**src/pwd_pkg.sv**
```systemverilog
`default_nettype none

package pwd_pkg;

  // number of pwm channels
  localparam int LED_COUNT = 4;

  // field and register widths
  localparam int PERIOD_W    = 8;
  localparam int DUTY_W      = 8;
  localparam int STEP_W      = 8;
  localparam int DEBOUNCE_W  = 16;
  localparam int BLINK_ON_W  = 4;
  localparam int BLINK_OFF_W = 12;
  localparam int ADJ_W       = 2;
  localparam int LEVELS_W    = 4;
  localparam int CFG_DATA_W  = 16;
  localparam int CFG_IDX_W   = 3;

  // lit part of a blink cycle: blink_on_periods * period
  localparam int LIT_W   = BLINK_ON_W + PERIOD_W;
  // longest cycle is lit part plus dark part
  localparam int PHASE_W = LIT_W + 1;

  // reset values of the registers
  localparam logic [PERIOD_W-1:0]    RESET_PERIOD    = PERIOD_W'(100);
  localparam logic [STEP_W-1:0]      RESET_STEP      = STEP_W'(10);
  localparam logic [DEBOUNCE_W-1:0]  RESET_DEBOUNCE  = DEBOUNCE_W'(1700);
  localparam logic [BLINK_ON_W-1:0]  RESET_BLINK_ON  = BLINK_ON_W'(8);
  localparam logic [BLINK_OFF_W-1:0] RESET_BLINK_OFF = BLINK_OFF_W'(800);

  typedef enum logic [CFG_IDX_W-1:0] {
    REG_PWM_PERIOD       = 3'd0,
    REG_DUTY_STEP        = 3'd1,
    REG_DEBOUNCE_TICKS   = 3'd2,
    REG_BLINK_ON_PERIODS = 3'd3,
    REG_BLINK_OFF_TICKS  = 3'd4
  } cfg_reg_t;

  // timing shared by all channels
  typedef struct packed {
    logic [PERIOD_W-1:0] period;     // period with zero taken as one
    logic [LIT_W-1:0]    lit_len;    // lit part of a blink cycle
    logic [PHASE_W-1:0]  blink_len;  // whole blink cycle
  } led_cfg_t;

endpackage

`default_nettype wire

```
**src/four_led_pwm_dimmer_with_buttons.sv**
```systemverilog
// a result is registered in the cycle after its input transaction is accepted
// throughput: one transaction per cycle unless m_tready stalls; every tick updates debounce,
//   buttons and all four pwm channels in one pass, the result register decoupling the sides
// reset (rst, synchronous, active high): registers return to period 100, step 10,
//   debounce 1700, blink on 8, blink off 800; duties 10, led 0 adjusted, phases 0
`default_nettype none

module four_led_pwm_dimmer_with_buttons (
  input  wire logic                             clk,
  input  wire logic                             rst,
  // configuration write port
  input  wire logic                             cfg_write,
  input  wire logic [pwd_pkg::CFG_IDX_W-1:0]    cfg_index,
  input  wire logic [pwd_pkg::CFG_DATA_W-1:0]   cfg_data,
  // tick stream in
  input  wire logic                             s_tvalid,
  output logic                                  s_tready,
  input  wire logic [7:0]                       s_tdata,  // [0] button_event, [2:1] buttons_raw
  // level stream out
  output logic                                  m_tvalid,
  input  wire logic                             m_tready,
  output logic [7:0]                            m_tdata   // [3:0] led_levels, [5:4] adjusted_led
);

  import pwd_pkg::*;

  // configuration registers
  logic [PERIOD_W-1:0]    pwm_period;
  logic [STEP_W-1:0]      duty_step;
  logic [DEBOUNCE_W-1:0]  debounce_ticks;
  logic [BLINK_ON_W-1:0]  blink_on_periods;
  logic [BLINK_OFF_W-1:0] blink_off_ticks;

  // button state
  logic [DEBOUNCE_W-1:0]  quiet_count;
  logic [ADJ_W-1:0]       adjust_index;
  logic [DUTY_W-1:0]      target_duty [LED_COUNT];

  logic                   accept;
  logic                   button_event;
  logic [1:0]             buttons_raw;
  logic [1:0]             held;
  logic                   press;
  logic [ADJ_W-1:0]       adjust_index_next;
  logic [DUTY_W-1:0]      target_duty_next [LED_COUNT];
  logic [STEP_W:0]        duty_sum;
  led_cfg_t               led_cfg;
  logic [LED_COUNT-1:0]   led_on;

  assign button_event = s_tdata[0];
  assign buttons_raw  = s_tdata[2:1];

  // a new tick is taken whenever the result register is free or being drained
  assign s_tready = !m_tvalid || m_tready;
  assign accept   = s_tvalid && s_tready;

  always_ff @(posedge clk) begin
    if (rst) begin
      pwm_period       <= RESET_PERIOD;
      duty_step        <= RESET_STEP;
      debounce_ticks   <= RESET_DEBOUNCE;
      blink_on_periods <= RESET_BLINK_ON;
      blink_off_ticks  <= RESET_BLINK_OFF;
    end else if (cfg_write) begin
      case (cfg_index)
        REG_PWM_PERIOD:       pwm_period       <= cfg_data[PERIOD_W-1:0];
        REG_DUTY_STEP:        duty_step        <= cfg_data[STEP_W-1:0];
        REG_DEBOUNCE_TICKS:   debounce_ticks   <= cfg_data[DEBOUNCE_W-1:0];
        REG_BLINK_ON_PERIODS: blink_on_periods <= cfg_data[BLINK_ON_W-1:0];
        REG_BLINK_OFF_TICKS:  blink_off_ticks  <= cfg_data[BLINK_OFF_W-1:0];
        default: ;
      endcase
    end
  end

  // shared channel timing; a zero period counts as one tick
  always_comb begin
    led_cfg.period    = (pwm_period == '0) ? PERIOD_W'(1) : pwm_period;
    led_cfg.lit_len   = LIT_W'(blink_on_periods) * LIT_W'(led_cfg.period);
    led_cfg.blink_len = PHASE_W'(led_cfg.lit_len) + PHASE_W'(blink_off_ticks);
  end

  // debounced press: buttons are active low, exactly one must be held
  assign held     = ~buttons_raw;
  assign press    = button_event && (quiet_count > debounce_ticks);
  assign duty_sum = {1'b0, target_duty[adjust_index]} + {1'b0, duty_step};

  always_comb begin
    adjust_index_next = adjust_index;
    for (int i = 0; i < LED_COUNT; i++) begin
      target_duty_next[i] = target_duty[i];
    end
    if (press && held == 2'b01) begin
      // select alone steps to the next led
      adjust_index_next = (adjust_index == ADJ_W'(LED_COUNT - 1)) ? '0
                          : adjust_index + ADJ_W'(1);
    end else if (press && held == 2'b10) begin
      // adjust alone raises duty, back to dark once past the period
      target_duty_next[adjust_index] = (duty_sum > {1'b0, pwm_period}) ? '0
                                       : duty_sum[DUTY_W-1:0];
    end
  end

  always_ff @(posedge clk) begin
    if (rst) begin
      quiet_count  <= '0;
      adjust_index <= '0;
      for (int i = 0; i < LED_COUNT; i++) begin
        target_duty[i] <= RESET_STEP;
      end
    end else if (accept) begin
      // interrupt restarts the quiet count, otherwise it saturates
      if (button_event) begin
        quiet_count <= '0;
      end else if (quiet_count != '1) begin
        quiet_count <= quiet_count + DEBOUNCE_W'(1);
      end
      adjust_index <= adjust_index_next;
      target_duty  <= target_duty_next;
    end
  end

  // one pwm channel per led, all stepping on the same tick
  for (genvar g = 0; g < LED_COUNT; g++) begin : g_led
    pwd_led u_led (
      .clk         (clk),
      .rst         (rst),
      .advance     (accept),
      .cfg         (led_cfg),
      .target_duty (target_duty_next[g]),
      .blink_sel   (adjust_index_next == ADJ_W'(g)),
      .blink_reset (g == 0),
      .level       (led_on[g])
    );
  end

  // result register
  always_ff @(posedge clk) begin
    if (rst) begin
      m_tvalid <= 1'b0;
    end else if (accept) begin
      m_tvalid <= 1'b1;
    end else if (m_tready) begin
      m_tvalid <= 1'b0;
    end
  end

  always_ff @(posedge clk) begin
    if (accept) begin
      m_tdata <= {2'b00, adjust_index_next, LEVELS_W'(led_on)};
    end
  end

  // each accepted tick leaves a result waiting
  a_result_after_accept : assert property (@(posedge clk) disable iff (rst)
    accept |=> m_tvalid)
    else $error("no result after accepted transaction");

  // button state moves only on an accepted tick
  a_adjust_idle : assert property (@(posedge clk) disable iff (rst)
    !accept |=> $stable(adjust_index) && $stable(quiet_count))
    else $error("button state changed without a transaction");

  // an interrupt clears the quiet count
  a_quiet_cleared : assert property (@(posedge clk) disable iff (rst)
    accept && button_event |=> quiet_count == '0)
    else $error("quiet count not cleared by interrupt");

  // reported index matches the register
  a_index_reported : assert property (@(posedge clk) disable iff (rst)
    accept |=> m_tdata[5:4] == adjust_index)
    else $error("reported led index differs from adjust index");

endmodule

`default_nettype wire

```
**src/pwd_led.sv**
```systemverilog
`default_nettype none

module pwd_led (
  input  wire logic                         clk,
  input  wire logic                         rst,
  input  wire logic                         advance,
  input  wire pwd_pkg::led_cfg_t            cfg,
  input  wire logic [pwd_pkg::DUTY_W-1:0]   target_duty,
  input  wire logic                         blink_sel,
  input  wire logic                         blink_reset,
  output logic                              level
);

  import pwd_pkg::*;

  logic [PHASE_W-1:0] phase;
  logic [DUTY_W-1:0]  active_duty;
  logic               active_blink;

  logic [DUTY_W-1:0]  lat_duty;
  logic               lat_blink;
  logic [PHASE_W-1:0] cycle_len;
  logic [PHASE_W:0]   phase_inc;
  logic [PHASE_W-1:0] phase_next;
  logic [PHASE_W-1:0] rem;

  // latch new duty and mode at the start of the cycle
  assign lat_duty  = (phase == '0) ? target_duty : active_duty;
  assign lat_blink = (phase == '0) ? blink_sel : active_blink;

  assign cycle_len  = lat_blink ? cfg.blink_len : PHASE_W'(cfg.period);
  assign phase_inc  = {1'b0, phase} + (PHASE_W+1)'(1);
  assign phase_next = (phase_inc >= {1'b0, cycle_len}) ? '0 : phase_inc[PHASE_W-1:0];

  // phase mod period; quotient fits in the blink-on width inside the lit part
  always_comb begin
    logic [PHASE_W-1:0] sub;
    rem = phase;
    for (int k = BLINK_ON_W - 1; k >= 0; k--) begin
      sub = PHASE_W'(cfg.period) << k;
      if (rem >= sub) begin
        rem = rem - sub;
      end
    end
  end

  always_comb begin
    if (lat_blink) begin
      level = (phase < PHASE_W'(cfg.lit_len)) && (rem < PHASE_W'(lat_duty));
    end else begin
      level = (phase < PHASE_W'(lat_duty));
    end
  end

  always_ff @(posedge clk) begin
    if (rst) begin
      phase        <= '0;
      active_duty  <= RESET_STEP;
      active_blink <= blink_reset;
    end else if (advance) begin
      phase        <= phase_next;
      active_duty  <= lat_duty;
      active_blink <= lat_blink;
    end
  end

endmodule

`default_nettype wire
```
**config.mk**
```make
export PLATFORM = sky130hd
export DESIGN_NAME = four_led_pwm_dimmer_with_buttons
export DESIGN_NICKNAME = d
export VERILOG_FILES = /design/src/pwd_pkg.sv /design/src/four_led_pwm_dimmer_with_buttons.sv /design/src/pwd_led.sv
export SDC_FILE = /design/constraint.sdc
export NUM_CORES = 1
export LEC_CHECK = 0
export ABC_AREA = 1
export BUFFER_PORTS_ARGS = -buffer_cell sky130_fd_sc_hd__buf_2
export CORE_MARGIN = 4
export CORE_UTILIZATION = 50
export DETAILED_ROUTE_END_ITERATION = 16
export PLACE_DENSITY_LB_ADDON = 0.3
export SLEW_MARGIN = 20
export SYNTH_ARGS = -nofsm -noshare
export SYNTH_HDL_FRONTEND = slang
export SYNTH_SLANG_ARGS = --single-unit
```
**constraint.sdc**
```tcl
create_clock -name clk -period 27.3 [get_ports clk]
set_clock_uncertainty 0.05 [all_clocks]
set_input_delay 2.73 -clock clk [delete_from_list [all_inputs] [get_ports clk]]
set_output_delay 2.73 -clock clk [all_outputs]
set_load 0.02 [all_outputs]
```
==> results.tsv <==
stage	metric	value	unit
outcome	status	finished, final reports clean	
sta	number of hold violations in the final report	0	
critical_path	source of the worst register-to-register timing path	pwm_period[3]	
sta	Worst slew margin	12.5	%
sta	smallest setup slack after layout	15.71	ns
routing	remaining routing DRC violations	0	
placement	weighted congestion reported at the end of routability-driven placement	0.917	
synthesis	proportion of netlist area held by the largest area contributor	18.6	%
pwr	Sequential Power Share	37.0	%
critical_path	Max FO, Critical Path	19	
clock_tree	Post-CTS Resized	0	
final_layout	highest-count cells in the layout ignoring fill and taps	880 x sky130_fd_sc_hd__nand2_1, 467 x sky130_fd_sc_hd__inv_1, 370 x sky130_fd_sc_hd__o21ai_0	
global_route	maximum number of pins on one net before global-route repair	97	
pwr	Pwr Density	33.2	nW/µm²
critical_path	CP peak stage delay	0.50	ns
sta	final setup TNS	0	ns
final_layout	leading cell type in the layout, fill and taps excluded	sky130_fd_sc_hd__nand2_1	
critical_path	crit path DAT	11.86	ns
placement	pre-CTS setup slack	15.83	ns
clock_tree	Clk Latency, worst-skew pair	0.45	ns
pwr	Power Internal	0.523	mW
critical_path	kind of capture point of the worst setup path	flip-flop	
synthesis	Main synth FF type	sky130_fd_sc_hd__dfxtp_1	
global_route	met3 layer usage reported by global route	3.59	%
critical_path	slowest library cell on the worst path	sky130_fd_sc_hd__dfxtp_1	
global_route	met2 usage in global routing	44.5	%
pwr	Leak Pwr	12.7	nW
critical_path	Data required, critical path	27.57	ns
pwr	Power, Total	0.832	mW
synthesis	cell types occupying the most area after synthesis	sky130_fd_sc_hd__ha_1 19%, sky130_fd_sc_hd__dfxtp_1 16%, sky130_fd_sc_hd__nand2_1 14%	
global_route	number of global-route vias before repair	21500	
sta	RSZ-0062 raised after global routing	no	
die	Die Outline Area	51100	µm²
synthesis	combined area of all synthesized cells	23800	µm²
placement	# placed instances	4241	
die	row count	79	
placement	total of buffers placed on input and output ports	34	
critical_path	kind of start point of the critical path	flip-flop	
critical_path	cell seen most often among critical-path stages	sky130_fd_sc_hd__nand2_1	
final_layout	number of filler cells placed in the layout	4664	
pwr	switching power summed over all nets	0.309	mW
pwr	net switching share of the total power	37.1	%
synthesis	Syn. warnings	0	
global_route	number of antenna violations at the first check in global routing	1	
routing	number of design-rule violations left by the first detailed-router iteration	2193	
global_route	wire length of the first global-routing pass	112000	µm
die	initial core utilization	50.8	%
routing	remaining antenna violation count after routing	0	
final_layout	post-synthesis to final-layout area growth	5.71	%
critical_path	Crit Path Class	reg -> reg	
worst_hold_path	hold_sp	debounce_ticks[15]	
synthesis	count of flip-flops with a built-in enable after synthesis	6	
placement	HPWL Detailed	53200	µm
pwr	logic gate share of total power	30.7	%
clock_tree	clock-pin slew reported for the worst setup and hold paths after clock tree synthesis	0.08	ns
synthesis	fraction of the yosys area taken by sequential cells	16.5	%
pwr	highest ir drop seen on vdd	0.0395	mV
sta	final worst path period need	11.59	ns
routing	average wire length per cell after detail routing	16.3	µm
sta	max-slew violation count	0	
global_route	GRT Max-Usage Layer	met2	
global_route	met1 demand-to-capacity share in global routing	37.0	%
clock_tree	CTS Sinks	193	
sta	Setup violations, final	0	
clock_tree	CTS tree	done	
clock_tree	maximum buffer depth of the clock tree	2	
routing	TritonRoute pass-1 iters	6	
final_layout	fraction of final layout cells sized beyond drive strength 1	5.92	%
routing	via total after detailed routing	23600	
clock_tree	Setup Fix Bufs, Post-CTS	0	
die	overall die height	226	µm
clock_tree	number of buffers added to fix hold violations after cts	0	
routing	number of vias per cell after detailed routing	5.52	
synthesis	post-synthesis instance total	3673	
clock_tree	Root Driver	sky130_fd_sc_hd__clkbuf_16	
final_layout	Diodes inserted	0	
die	count of boundary I/O pins	42	
job	# Max-Cap Violations	0	
clock_tree	clock buffers created by TritonCTS	17	
clock_tree	H-Tree Depth	4	
final_layout	Layout Cells excl Fill	4273	
global_route	total grt overflow	0	
global_route	Tot GR Track Use	27.0	%
synthesis	flip-flop and latch count after synthesis	193	
die	overall die width	226	µm
pwr	fraction of power consumed by the clock network	32.3	%
final_layout	layout net count	4068	
sta	crit share post-route	42.5	%
die	Placeable Area	46800	µm²
synthesis	share of flip-flops with an asynchronous set or reset after synthesis	0	%
critical_path	Crit. Startpoint	pwm_period[3]	
sta	highest clock frequency the design can meet	86.3	MHz
worst_hold_path	min-delay worst type	reg -> reg	
sta	transition time at the pin with the least slew margin	1.31	ns
synthesis	Netlist cell types	63	
routing	drt total wl	69700	µm
synthesis	mean instance size in the synthesized netlist	6.47	µm²
synthesis	cell taking the most area after synthesis	sky130_fd_sc_hd__ha_1	
-- routing by layer --
layer	vias up	part of all wire [%]	routed length, µm
met5	-	0.019	13
met4	2	3.0	2070
met3	106	7.1	4930
met2	675	45	31200
met1	10600	45	31400
li1	12200	-	-
-- synth_stat cells, types with 11 or more instances --
| library cell | instances |
|---|---|
| sky130_fd_sc_hd__nand2_1 | 881 |
| sky130_fd_sc_hd__inv_1 | 468 |
| sky130_fd_sc_hd__o21ai_0 | 370 |
| sky130_fd_sc_hd__ha_1 | 353 |
| sky130_fd_sc_hd__a21oi_1 | 328 |
| sky130_fd_sc_hd__nor2_1 | 244 |
| sky130_fd_sc_hd__dfxtp_1 | 187 |
| sky130_fd_sc_hd__nand3_1 | 142 |
| sky130_fd_sc_hd__xor2_1 | 104 |
| sky130_fd_sc_hd__clkbuf_1 | 87 |
| sky130_fd_sc_hd__nand4_1 | 62 |
| sky130_fd_sc_hd__nor3_1 | 47 |
| sky130_fd_sc_hd__xnor2_1 | 44 |
| sky130_fd_sc_hd__o211ai_1 | 39 |
| sky130_fd_sc_hd__fa_1 | 30 |
| sky130_fd_sc_hd__inv_2 | 26 |
| sky130_fd_sc_hd__nor4_1 | 19 |
| sky130_fd_sc_hd__o21ai_1 | 18 |
| sky130_fd_sc_hd__o21bai_1 | 17 |
| sky130_fd_sc_hd__nand2_2 | 16 |
| sky130_fd_sc_hd__a21o_1 | 13 |
| sky130_fd_sc_hd__nand3_2 | 12 |
| sky130_fd_sc_hd__or2_2 | 11 |
-- path summary, 6_finish.rpt --
path	to	cells after the start	slack, ns
max reg2reg	m_tdata[1]	63	15.71
max	m_tdata[1]	63	15.71
min reg2reg	debounce_ticks[15]	2	0.41
min	debounce_ticks[15]	2	0.41
-- stage by stage --
step | hold slack, ns | cell area [µm²] | utilization (%)
6_report | 0.412 | 25100 | 53.7
2_1_floorplan | 0.385 | 23800 | -
3_5_place_dp | 0.401 | 24500 | 52.4
4_1_cts | 0.413 | 25100 | 53.7
3_3_place_gp | 0.395 | 24500 | 52.4
5_1_grt | 0.432 | 25100 | 53.7
-- final cells by class --
class                           instances  area (µm²)  area share, %
Clock buffer                           22         475           1.89
Clock inverter                         10         133          0.528
Inverter                              502        1890           7.53
Multi-Input combinational cell       2876       17500           69.8
Sequential cell                       193        3920           15.6
Tap cell                              607         759           3.03
Timing Repair Buffer                   63         388           1.54
-- power by group through the flow --
| stage | combinational, mW | sequential (mW) | clock (mW) |
|---|---|---|---|
| 2_1_floorplan | 0.177 | 0.310 | 0 |
| 3_3_place_gp | 0.245 | 0.314 | 0 |
| 3_5_place_dp | 0.249 | 0.314 | 0 |
| 4_1_cts | 0.251 | 0.308 | 0.269 |
| 5_1_grt | 0.287 | 0.310 | 0.281 |
| 6_report | 0.255 | 0.308 | 0.269 |
-- worst max-delay path: cells and delay by family (launching register included) --
family,cells,cell delay [ns]
and+or+nand+nor,30,3.75
adders and majority gates,6,2.11
DFF,1,0.50
buffers and inverters,8,1.61
AOI/OAI and AO/OA,19,3.39
-- flip-flops by register name, summed over array words and instances, names as in the netlist --
signal	cells
pwm_period	8
m_tvalid	1
m_tdata	6
g_led.u_led.active_blink	4
g_led.u_led.phase	52
blink_off_ticks	12
duty_step	8
g_led.u_led.active_duty	32
quiet_count	16
blink_on_periods	4
target_duty	32
debounce_ticks	16
adjust_index	2
-- kinds of logic (layout without fill, tap and decap cells) --
logic type,Yosys count,in the layout,synth area share (%)
flip-flops,193,193,16.5
AND/OR/NAND/NOR,1495,1495,27.8
other,1,2,0.0158
multiplexers,1,1,0.0474
buffers and inverters,605,597,9.69
XOR/XNOR,148,148,5.46
AO/OA/AOI/OAI,847,847,19.4
adder cells (fa/ha/maj),383,383,21.1
Note: power is estimated with default switching activity, not from simulation.
